<file path="src/design/afd_pkg.sv">
`timescale 1ns / 1ps
// ------------------------------------------------------------------------
// afd_pkg: shared types and constants of the accelerometer frame decoder
// Word formats, register map, status codes and burst-group constants.
// ------------------------------------------------------------------------
package afd_pkg;

	// Largest number of samples decoded in one burst.
	localparam int MaxBurstSamples = 32;
	localparam int CountW          = $clog2(MaxBurstSamples + 1);

	// Byte positions within one nine-byte x,y,z group.
	localparam int PosW = 4;
	localparam logic [PosW-1:0] POS_X_HIGH  = 4'd0;
	localparam logic [PosW-1:0] POS_X_MID   = 4'd1;
	localparam logic [PosW-1:0] POS_X_LOW   = 4'd2;
	localparam logic [PosW-1:0] POS_Y_HIGH  = 4'd3;
	localparam logic [PosW-1:0] POS_Y_MID   = 4'd4;
	localparam logic [PosW-1:0] POS_Y_LOW   = 4'd5;
	localparam logic [PosW-1:0] POS_Z_HIGH  = 4'd6;
	localparam logic [PosW-1:0] POS_Z_MID   = 4'd7;
	localparam logic [PosW-1:0] POS_Z_LOW   = 4'd8;

	// Marker bits in the low nibble of each third byte.
	localparam int EmptyMarkBit = 1;
	localparam int XAxisMarkBit = 0;

	// Result status codes.
	localparam logic [1:0] STATUS_OK      = 2'd0;
	localparam logic [1:0] STATUS_NO_DATA = 2'd1;
	localparam logic [1:0] STATUS_INVALID = 2'd2;

	// Configuration port.
	localparam int ApbAddrW  = 3;
	localparam int ApbDataW  = 32;
	localparam logic REG_FIFO_MODE    = 1'b0;
	localparam logic REG_SAMPLE_LIMIT = 1'b1;
	localparam logic [CountW-1:0] SAMPLE_LIMIT_RESET = CountW'(32);

	typedef struct packed {
		logic [7:0] data_byte;
		logic       burst_start;
	} in_word_t;

	typedef struct packed {
		logic signed [19:0] x_accel;
		logic signed [19:0] y_accel;
		logic signed [19:0] z_accel;
		logic [1:0]         status;
		logic [4:0]         sample_index;
	} out_word_t;

	typedef struct packed {
		logic              fifo_mode;
		logic [CountW-1:0] sample_limit;
	} cfg_t;

endpackage

</file>
<file path="src/design/afd_cfg_regs.sv">
`timescale 1ns / 1ps
// ------------------------------------------------------------------------
// afd_cfg_regs: configuration register file
// APB-style write and read access to the mode and sample-limit registers.
// ------------------------------------------------------------------------
module afd_cfg_regs (
	input  logic                             clk,
	input  logic                             arst_n,
	input  logic                             psel,
	input  logic                             penable,
	input  logic                             pwrite,
	input  logic [afd_pkg::ApbAddrW-1:0]     paddr,
	input  logic [afd_pkg::ApbDataW-1:0]     pwdata,
	output logic [afd_pkg::ApbDataW-1:0]     prdata,
	output logic                             pready,
	output afd_pkg::cfg_t                    cfg
);

	logic                         fifo_mode_q;
	logic [afd_pkg::CountW-1:0]   sample_limit_q;
	logic                         wr_en;
	logic                         reg_sel;

	assign pready  = 1'b1;
	assign wr_en   = psel & penable & pwrite;
	assign reg_sel = paddr[2];

	// Register writes on the access cycle.
	always_ff @(posedge clk or negedge arst_n) begin
		if (!arst_n) begin
			fifo_mode_q    <= 1'b1;
			sample_limit_q <= afd_pkg::SAMPLE_LIMIT_RESET;
		end else if (wr_en) begin
			case (reg_sel)
				afd_pkg::REG_FIFO_MODE:    fifo_mode_q    <= pwdata[0];
				afd_pkg::REG_SAMPLE_LIMIT: sample_limit_q <= pwdata[afd_pkg::CountW-1:0];
				default: ;
			endcase
		end
	end

	// Read data mux.
	always_comb begin
		case (reg_sel)
			afd_pkg::REG_FIFO_MODE:
				prdata = {{(afd_pkg::ApbDataW-1){1'b0}}, fifo_mode_q};
			afd_pkg::REG_SAMPLE_LIMIT:
				prdata = {{(afd_pkg::ApbDataW-afd_pkg::CountW){1'b0}}, sample_limit_q};
			default:
				prdata = '0;
		endcase
	end

	assign cfg.fifo_mode    = fifo_mode_q;
	assign cfg.sample_limit = sample_limit_q;

endmodule

</file>
<file path="src/design/afd_unpack.sv">
`timescale 1ns / 1ps
// ------------------------------------------------------------------------
// afd_unpack: byte unpacker and marker checker
// Collects bytes into 20-bit axis values, tracks burst state and forms
// one result per completed nine-byte group.
// ------------------------------------------------------------------------
module afd_unpack (
	input  logic               clk,
	input  logic               arst_n,
	input  logic               accept,
	input  afd_pkg::in_word_t  in_word,
	input  afd_pkg::cfg_t      cfg,
	output logic               res_valid,
	output afd_pkg::out_word_t res_word
);

	logic [afd_pkg::PosW-1:0]   pos_q;
	logic [afd_pkg::CountW-1:0] count_q;
	logic                       empty_q;
	logic                       bad_q;
	logic                       halted_q;
	logic [7:0]                 high_q;
	logic [7:0]                 mid_q;
	logic [19:0]                x_hold_q;
	logic [19:0]                y_hold_q;

	logic [afd_pkg::PosW-1:0]   pos_eff;
	logic [afd_pkg::CountW-1:0] count_eff;
	logic                       empty_eff;
	logic                       bad_eff;
	logic                       active;
	logic [7:0]                 b;
	logic                       is_x;
	logic                       empty_nxt;
	logic                       bad_nxt;
	logic [19:0]                value;
	logic                       group_done;
	logic [1:0]                 status;
	logic [afd_pkg::CountW-1:0] count_nxt;
	logic [afd_pkg::CountW-1:0] limit;
	logic                       halt_nxt;

	assign b = in_word.data_byte;

	// A burst start clears the burst state before the byte is taken.
	assign pos_eff   = in_word.burst_start ? '0 : pos_q;
	assign count_eff = in_word.burst_start ? '0 : count_q;
	assign empty_eff = in_word.burst_start ? 1'b0 : empty_q;
	assign bad_eff   = in_word.burst_start ? 1'b0 : bad_q;
	assign active    = in_word.burst_start | ~halted_q;

	assign is_x  = b[afd_pkg::XAxisMarkBit];
	assign value = {high_q, mid_q, b[7:4]};

	// Marker checks on the third byte of each axis.
	always_comb begin
		empty_nxt = empty_eff;
		bad_nxt   = bad_eff;
		case (pos_eff)
			afd_pkg::POS_X_LOW: begin
				empty_nxt = empty_eff | b[afd_pkg::EmptyMarkBit];
				bad_nxt   = bad_eff | ~is_x;
			end
			afd_pkg::POS_Y_LOW, afd_pkg::POS_Z_LOW: begin
				empty_nxt = empty_eff | b[afd_pkg::EmptyMarkBit];
				bad_nxt   = bad_eff | is_x;
			end
			default: ;
		endcase
	end

	assign group_done = (pos_eff == afd_pkg::POS_Z_LOW);

	// Status: no_data wins over invalid_sample; plain register mode is always ok.
	always_comb begin
		if (!cfg.fifo_mode) begin
			status = afd_pkg::STATUS_OK;
		end else if (empty_nxt) begin
			status = afd_pkg::STATUS_NO_DATA;
		end else if (bad_nxt) begin
			status = afd_pkg::STATUS_INVALID;
		end else begin
			status = afd_pkg::STATUS_OK;
		end
	end

	// Effective sample limit: zero acts as one, large values saturate.
	always_comb begin
		if (cfg.sample_limit == '0) begin
			limit = afd_pkg::CountW'(1);
		end else if (cfg.sample_limit > afd_pkg::CountW'(afd_pkg::MaxBurstSamples)) begin
			limit = afd_pkg::CountW'(afd_pkg::MaxBurstSamples);
		end else begin
			limit = cfg.sample_limit;
		end
	end

	assign count_nxt = count_eff + afd_pkg::CountW'(1);
	assign halt_nxt  = (status != afd_pkg::STATUS_OK) | ~cfg.fifo_mode | (count_nxt >= limit);

	// Result word formed from the held axis values and the final byte.
	assign res_valid = accept & active & group_done;
	always_comb begin
		if (status == afd_pkg::STATUS_OK) begin
			res_word.x_accel = $signed(x_hold_q);
			res_word.y_accel = $signed(y_hold_q);
			res_word.z_accel = $signed(value);
		end else begin
			res_word.x_accel = '0;
			res_word.y_accel = '0;
			res_word.z_accel = '0;
		end
		res_word.status       = status;
		res_word.sample_index = count_eff[4:0];
	end

	// Burst control state.
	always_ff @(posedge clk or negedge arst_n) begin
		if (!arst_n) begin
			pos_q    <= '0;
			count_q  <= '0;
			empty_q  <= 1'b0;
			bad_q    <= 1'b0;
			halted_q <= 1'b1;
		end else if (accept && active) begin
			if (group_done) begin
				pos_q    <= '0;
				count_q  <= count_nxt;
				empty_q  <= 1'b0;
				bad_q    <= 1'b0;
				halted_q <= halt_nxt;
			end else begin
				pos_q    <= pos_eff + afd_pkg::PosW'(1);
				count_q  <= count_eff;
				empty_q  <= empty_nxt;
				bad_q    <= bad_nxt;
				halted_q <= 1'b0;
			end
		end
	end

	// Byte and axis value holding registers.
	always_ff @(posedge clk or negedge arst_n) begin
		if (!arst_n) begin
			high_q   <= '0;
			mid_q    <= '0;
			x_hold_q <= '0;
			y_hold_q <= '0;
		end else if (accept && active) begin
			case (pos_eff)
				afd_pkg::POS_X_HIGH, afd_pkg::POS_Y_HIGH, afd_pkg::POS_Z_HIGH: high_q <= b;
				afd_pkg::POS_X_MID, afd_pkg::POS_Y_MID, afd_pkg::POS_Z_MID:    mid_q  <= b;
				afd_pkg::POS_X_LOW: x_hold_q <= value;
				afd_pkg::POS_Y_LOW: y_hold_q <= value;
				default: ;
			endcase
		end
	end

endmodule

</file>
<file path="src/design/afd_out_reg.sv">
`timescale 1ns / 1ps
// ------------------------------------------------------------------------
// afd_out_reg: result output register
// Holds one finished word until the consumer takes it.
// ------------------------------------------------------------------------
module afd_out_reg (
	input  logic               clk,
	input  logic               arst_n,
	input  logic               load,
	input  afd_pkg::out_word_t load_word,
	output logic               out_valid,
	input  logic               out_ready,
	output afd_pkg::out_word_t out_word
);

	logic               valid_q;
	afd_pkg::out_word_t word_q;

	// Valid flag: set by a new word, cleared when the word is taken.
	always_ff @(posedge clk or negedge arst_n) begin
		if (!arst_n) begin
			valid_q <= 1'b0;
		end else if (load) begin
			valid_q <= 1'b1;
		end else if (out_ready) begin
			valid_q <= 1'b0;
		end
	end

	// Payload register.
	always_ff @(posedge clk) begin
		if (load) begin
			word_q <= load_word;
		end
	end

	assign out_valid = valid_q;
	assign out_word  = word_q;

endmodule

</file>
<file path="src/design/accel_fifo_frame_decoder.sv">
`timescale 1ns / 1ps
// ------------------------------------------------------------------------
// accel_fifo_frame_decoder: accelerometer burst byte unpacker
// A result word appears in the cycle after the ninth byte of a group is taken.
// Throughput: one byte per cycle; the single output register refills in the
// cycle it is read, so input stalls only while an unread word waits.
// Reset: burst state clears and the decoder waits for a burst start; fifo_mode
// resets to 1 and the per-burst sample limit to 32.
// ------------------------------------------------------------------------
module accel_fifo_frame_decoder (
	input  logic                             clk,
	input  logic                             arst_n,
	input  logic                             in_valid,
	output logic                             in_ready,
	input  afd_pkg::in_word_t                in_word,
	output logic                             out_valid,
	input  logic                             out_ready,
	output afd_pkg::out_word_t               out_word,
	input  logic                             psel,
	input  logic                             penable,
	input  logic                             pwrite,
	input  logic [afd_pkg::ApbAddrW-1:0]     paddr,
	input  logic [afd_pkg::ApbDataW-1:0]     pwdata,
	output logic [afd_pkg::ApbDataW-1:0]     prdata,
	output logic                             pready
);

	afd_pkg::cfg_t      cfg;
	afd_pkg::out_word_t res_word;
	logic               res_valid;
	logic               accept;

	// A byte is taken whenever the output register is free or being read.
	assign in_ready = ~out_valid | out_ready;
	assign accept   = in_valid & in_ready;

	afd_cfg_regs u_cfg (
		.clk     (clk),
		.arst_n  (arst_n),
		.psel    (psel),
		.penable (penable),
		.pwrite  (pwrite),
		.paddr   (paddr),
		.pwdata  (pwdata),
		.prdata  (prdata),
		.pready  (pready),
		.cfg     (cfg)
	);

	afd_unpack u_unpack (
		.clk       (clk),
		.arst_n    (arst_n),
		.accept    (accept),
		.in_word   (in_word),
		.cfg       (cfg),
		.res_valid (res_valid),
		.res_word  (res_word)
	);

	afd_out_reg u_out (
		.clk       (clk),
		.arst_n    (arst_n),
		.load      (res_valid),
		.load_word (res_word),
		.out_valid (out_valid),
		.out_ready (out_ready),
		.out_word  (out_word)
	);

endmodule

</file>
<file path="config.mk">
export PLATFORM = sky130hd
export DESIGN_NAME = accel_fifo_frame_decoder
export DESIGN_NICKNAME = d
export VERILOG_FILES = /design/src/design/afd_pkg.sv /design/src/design/afd_cfg_regs.sv /design/src/design/afd_unpack.sv /design/src/design/afd_out_reg.sv /design/src/design/accel_fifo_frame_decoder.sv
export SDC_FILE = /design/constraint.sdc
export NUM_CORES = 1
export LEC_CHECK = 0
export ABC_AREA = 1
export BUFFER_PORTS_ARGS = -buffer_cell sky130_fd_sc_hd__buf_2
export CELL_PAD_IN_SITES_DETAIL_PLACEMENT = 1
export CELL_PAD_IN_SITES_GLOBAL_PLACEMENT = 1
export CORE_MARGIN = 10
export CORE_UTILIZATION = 35
export DETAILED_ROUTE_END_ITERATION = 16
export PLACE_DENSITY = 0.7
export SLEW_MARGIN = 20
export SYNTH_ARGS = -nofsm -noshare
export SYNTH_HDL_FRONTEND = slang
export SYNTH_HIERARCHICAL = 1
export SYNTH_SLANG_ARGS = --single-unit
</file>
<file path="constraint.sdc">
create_clock -name clk -period 5.4 [get_ports clk]
set_input_delay 1.08 -clock clk [delete_from_list [all_inputs] [get_ports clk]]
set_output_delay 1.08 -clock clk [all_outputs]
set_load 0.01 [all_outputs]
</file>
==> summary.md <==
| Metric | Value |
|---|---|
| PortBufs | 97 |
| FMAX | a little over 0.3 GHz |
| Hold crit path type | reg -> reg |
| WL per Instance | roughly 16 µm |
| Gr usage total | 12.9% |
| Avg Cell Area, Syn | between 10 and 15 µm² |
| Slew Limit Fails | 0 |
| Crit-path cells | buf_2 > nor2_1 > inv_1 > ha_1 > inv_1 > nor2_1 > nand2_4 > nand3_1 > nand2_1 > nand2_2 > inv_1 > nand2_2 > nand2_4 > nor2_1 |
| Startpoint types | input pin |
| Layout cells sized above 1 | 22.4% |
| Power per cell area | around 440 nW/µm² |
| Final non-filler cell total | a little under 1k |
| 1st-pass router iterations | 4 |
| Max-slew headroom | between 40 and 50% |
| Worst endpoint required time | about 5500 ps |
| PostCTS Resize Cnt | 0 |
| Post-Syn Area | ~6300 µm² |
| Yosys top cell by area | edfxtp_1 |
| Setup Buffers After CTS | 0 |
| CP max stage delay | 520 ps |
| Die X | 154 µm |
| Sequential-to-total area share from yosys stat | 62.4% |
| Final Hold Fails | 0 |
| Initial antenna violation count | 1 |
| Remaining DRCs | 0 |
| Initial core utilization | a little over a third |
| Peak supply drop | about 0.00029 V |
| Minimum clock period | around 3200 ps |
| Yosys warning count | 6 |
| Netlist cell types | 34 |
| Leakage power | approximately 3.5 nW |
| Vias | about 4.3k |
| CP max stage cell | nand2_4 |
| Die area | about 24000 µm² |
| Syn Inst Count | about 630 |
| CTS Buf Count | 17 |
| Skew final | between 6 and 7 ps |
| Row Count | slightly below 50 |
| Fraction of registers with async set or reset after synthesis | about 53% |
| Main flop type after synthesis | dfrtp_1 |
| Fin nets | between 700 and 800 |
| Die height | around 150 µm |
| Post-DP HPWL | between 10000 and 15000 µm |
| Post-route setup TNS | 0 ps |
| GPL Wtd Cong | 0.784 |
| Startpoint of the worst hold path | u_unpack/halted_q |
| RSZ-0062 raised after global routing | no |
| Latest clock arrival within the worst-skew pair | approximately 420 ps |
| N_diodes | 0 |
| CTS sink cnt | roughly 140 |
| Synth top area share | 31.8% |
| Total grt overflow | 0 |
| Signal arrival time at the worst endpoint | between 3000 and 4000 ps |
| Root buffer cell | clkbuf_16 |
| Vias in the first global route | roughly 4.8k |
| Top cells by count, synth | nand2_1, inv_1, dfrtp_1 |
| TritonCTS clock tree | yes |
| Post-synth EDFFs | 67 |
| Initial drt markers | between 150 and 200 |
| Maximum clock insertion buffer count | 2 |
| Maxcap violations | 0 |
| Outcome | finished, final reports clean |
| Flops & latches, synth | between 100 and 150 |
| Detail Route Antenna Nets | 0 |
| Main area contributors after synthesis | edfxtp_1, dfrtp_1, nand2_1 |
| Worst Path Max Fanout | 60 |
| Core area | roughly 18000 µm² |
| Drt via density | ~4.5 |
| CP Launch Point | in_word[0] |
| Synth-to-Final Area Change | 19.1% |
| CTS Hold Bufs | 0 |
| Clock-pin slew on the worst setup and hold paths | around 50 ps |
| Worst setup EP type | flip-flop |
| Crit path kind | in -> reg |
| Footprint of the multi-input gates | ~1700 µm² |
| Worst r2r src | u_unpack/pos_q[0] |
| Largest net degree at the start of global routing | 78 |
| Final Util | 42.2% |
| Register area | 3940 µm² |
| Filler cell count in the final layout | between 2k and 2.5k |
| Setup violators final | 0 |
| Routed WL | 14900 µm |
| Top Ports | between 150 and 200 |
| Worst Tran Pin Value | 833 ps |
| First-pass GRT wire length | between 20000 and 25000 µm |
| CTS H-tree depth | 4 |
| Most frequent cell after synthesis | nand2_1 |
| Tcrit/Tclk final | roughly 60% |
| Placed insts | between 900 and 1k |
==> layout by cell type (no fill, tap or decap), drive strengths merged <==
cell / netlist / layout
nand2: 124 / 124
inv: 105 / 105
buf: 36 / 100
nor2: 81 / 81
dfrtp: 74 / 74
o21ai: 68 / 68
edfxtp: 67 / 67
conb: 2 / 27
clkbuf: 11 / 22
nand3: 13 / 13
ha: 11 / 11
a21oi: 6 / 6
nand4: 5 / 5
bufinv: 0 / 4
nor3: 4 / 4
clkinvlp: 0 / 3
dfstp: 3 / 3
o22ai: 3 / 3
o21bai: 3 / 3
clkinv: 0 / 3
xnor2: 2 / 2
xor2: 2 / 2
o221ai: 2 / 2
o211ai: 2 / 2
or2: 1 / 1
==> where the power goes <==
part	internal, mW	switching [mW]
Combinational	0.205	0.389
Clock	0.783	0.427
Sequential	1.38	0.105
Total	2.37	0.921
==> worst max-delay path: cells and delay by family <==
family	cells	cell delay, ps
fa+ha+maj	1	250
simple gates	9	1470
buf+inv	4	490
==> cells by family (layout without fill, tap and decap cells) <==
logic type                 after synthesis  in the layout  share of synthesized area, %
and+or+nand+nor                        228            228                          15.8
buffers and inverters                  152            237                          11.6
DFF                                    144            144                          62.4
AOI/OAI and AO/OA                       84             84                          7.33
adders and majority gates               11             11                          2.18
xor gates and xnor gates                 4              4                         0.555
other                                    2             27                         0.119
==> registers in the layout, summed over array words and instances (netlist names) <==
register and cells:
u_cfg/sample_limit_q 6, u_unpack/bad_q 1, u_unpack/count_q 6, u_unpack/mid_q 8, u_unpack/y_hold_q 20, u_unpack/halted_q 1, u_unpack/pos_q 4, u_out/out_word 67
u_out/out_valid 1, u_cfg/fifo_mode_q 1, u_unpack/empty_q 1, u_unpack/x_hold_q 20, u_unpack/high_q 8
==> cell type report <==
| cell class | instances | area share, % |
|---|---|---|
| Sequential cell | 144 | 52.4 |
| Inverter | 105 | 5.24 |
| Timing Repair Buffer | 100 | 7.22 |
| Tap cell | 229 | 3.81 |
| Multi-Input combinational cell | 354 | 23.2 |
| Clock inverter | 10 | 2.13 |
| Clock buffer | 22 | 6.04 |
==> worst paths after layout <==
check | end | slack [ps] | cells after the start
worst min register to register | u_unpack/halted_q | 470 | 2
worst min-delay path | u_unpack/halted_q | 470 | 2
worst max-delay path | u_out/out_word[62] | 2180 | 14
min in group asynchronous | u_cfg/sample_limit_q[0] | 550 | 1
worst max register to register | u_out/out_word[62] | 2740 | 14
max in group asynchronous | u_unpack/y_hold_q[18] | 4280 | 2
==> metrics by stage <==
step	setup WS [ps]	instance area, µm²	total power, mW	hold slack (ps)
after floorplan	1170	6410	1.94	448
after global placement	1850	6880	2.06	460
after detailed placement	1680	6880	2.10	462
after CTS	2160	7490	3.34	472
after global routing	1920	7520	3.51	489
final	2180	7520	3.29	469
==> metal layers <==
layer	track usage (%)	routed length (µm)
met4	4.23	165
met2	21.8	7500
met5	0	8
met3	4.94	910
met1	14.5	6360
No activity file was read; power rests on OpenSTA's default activity.
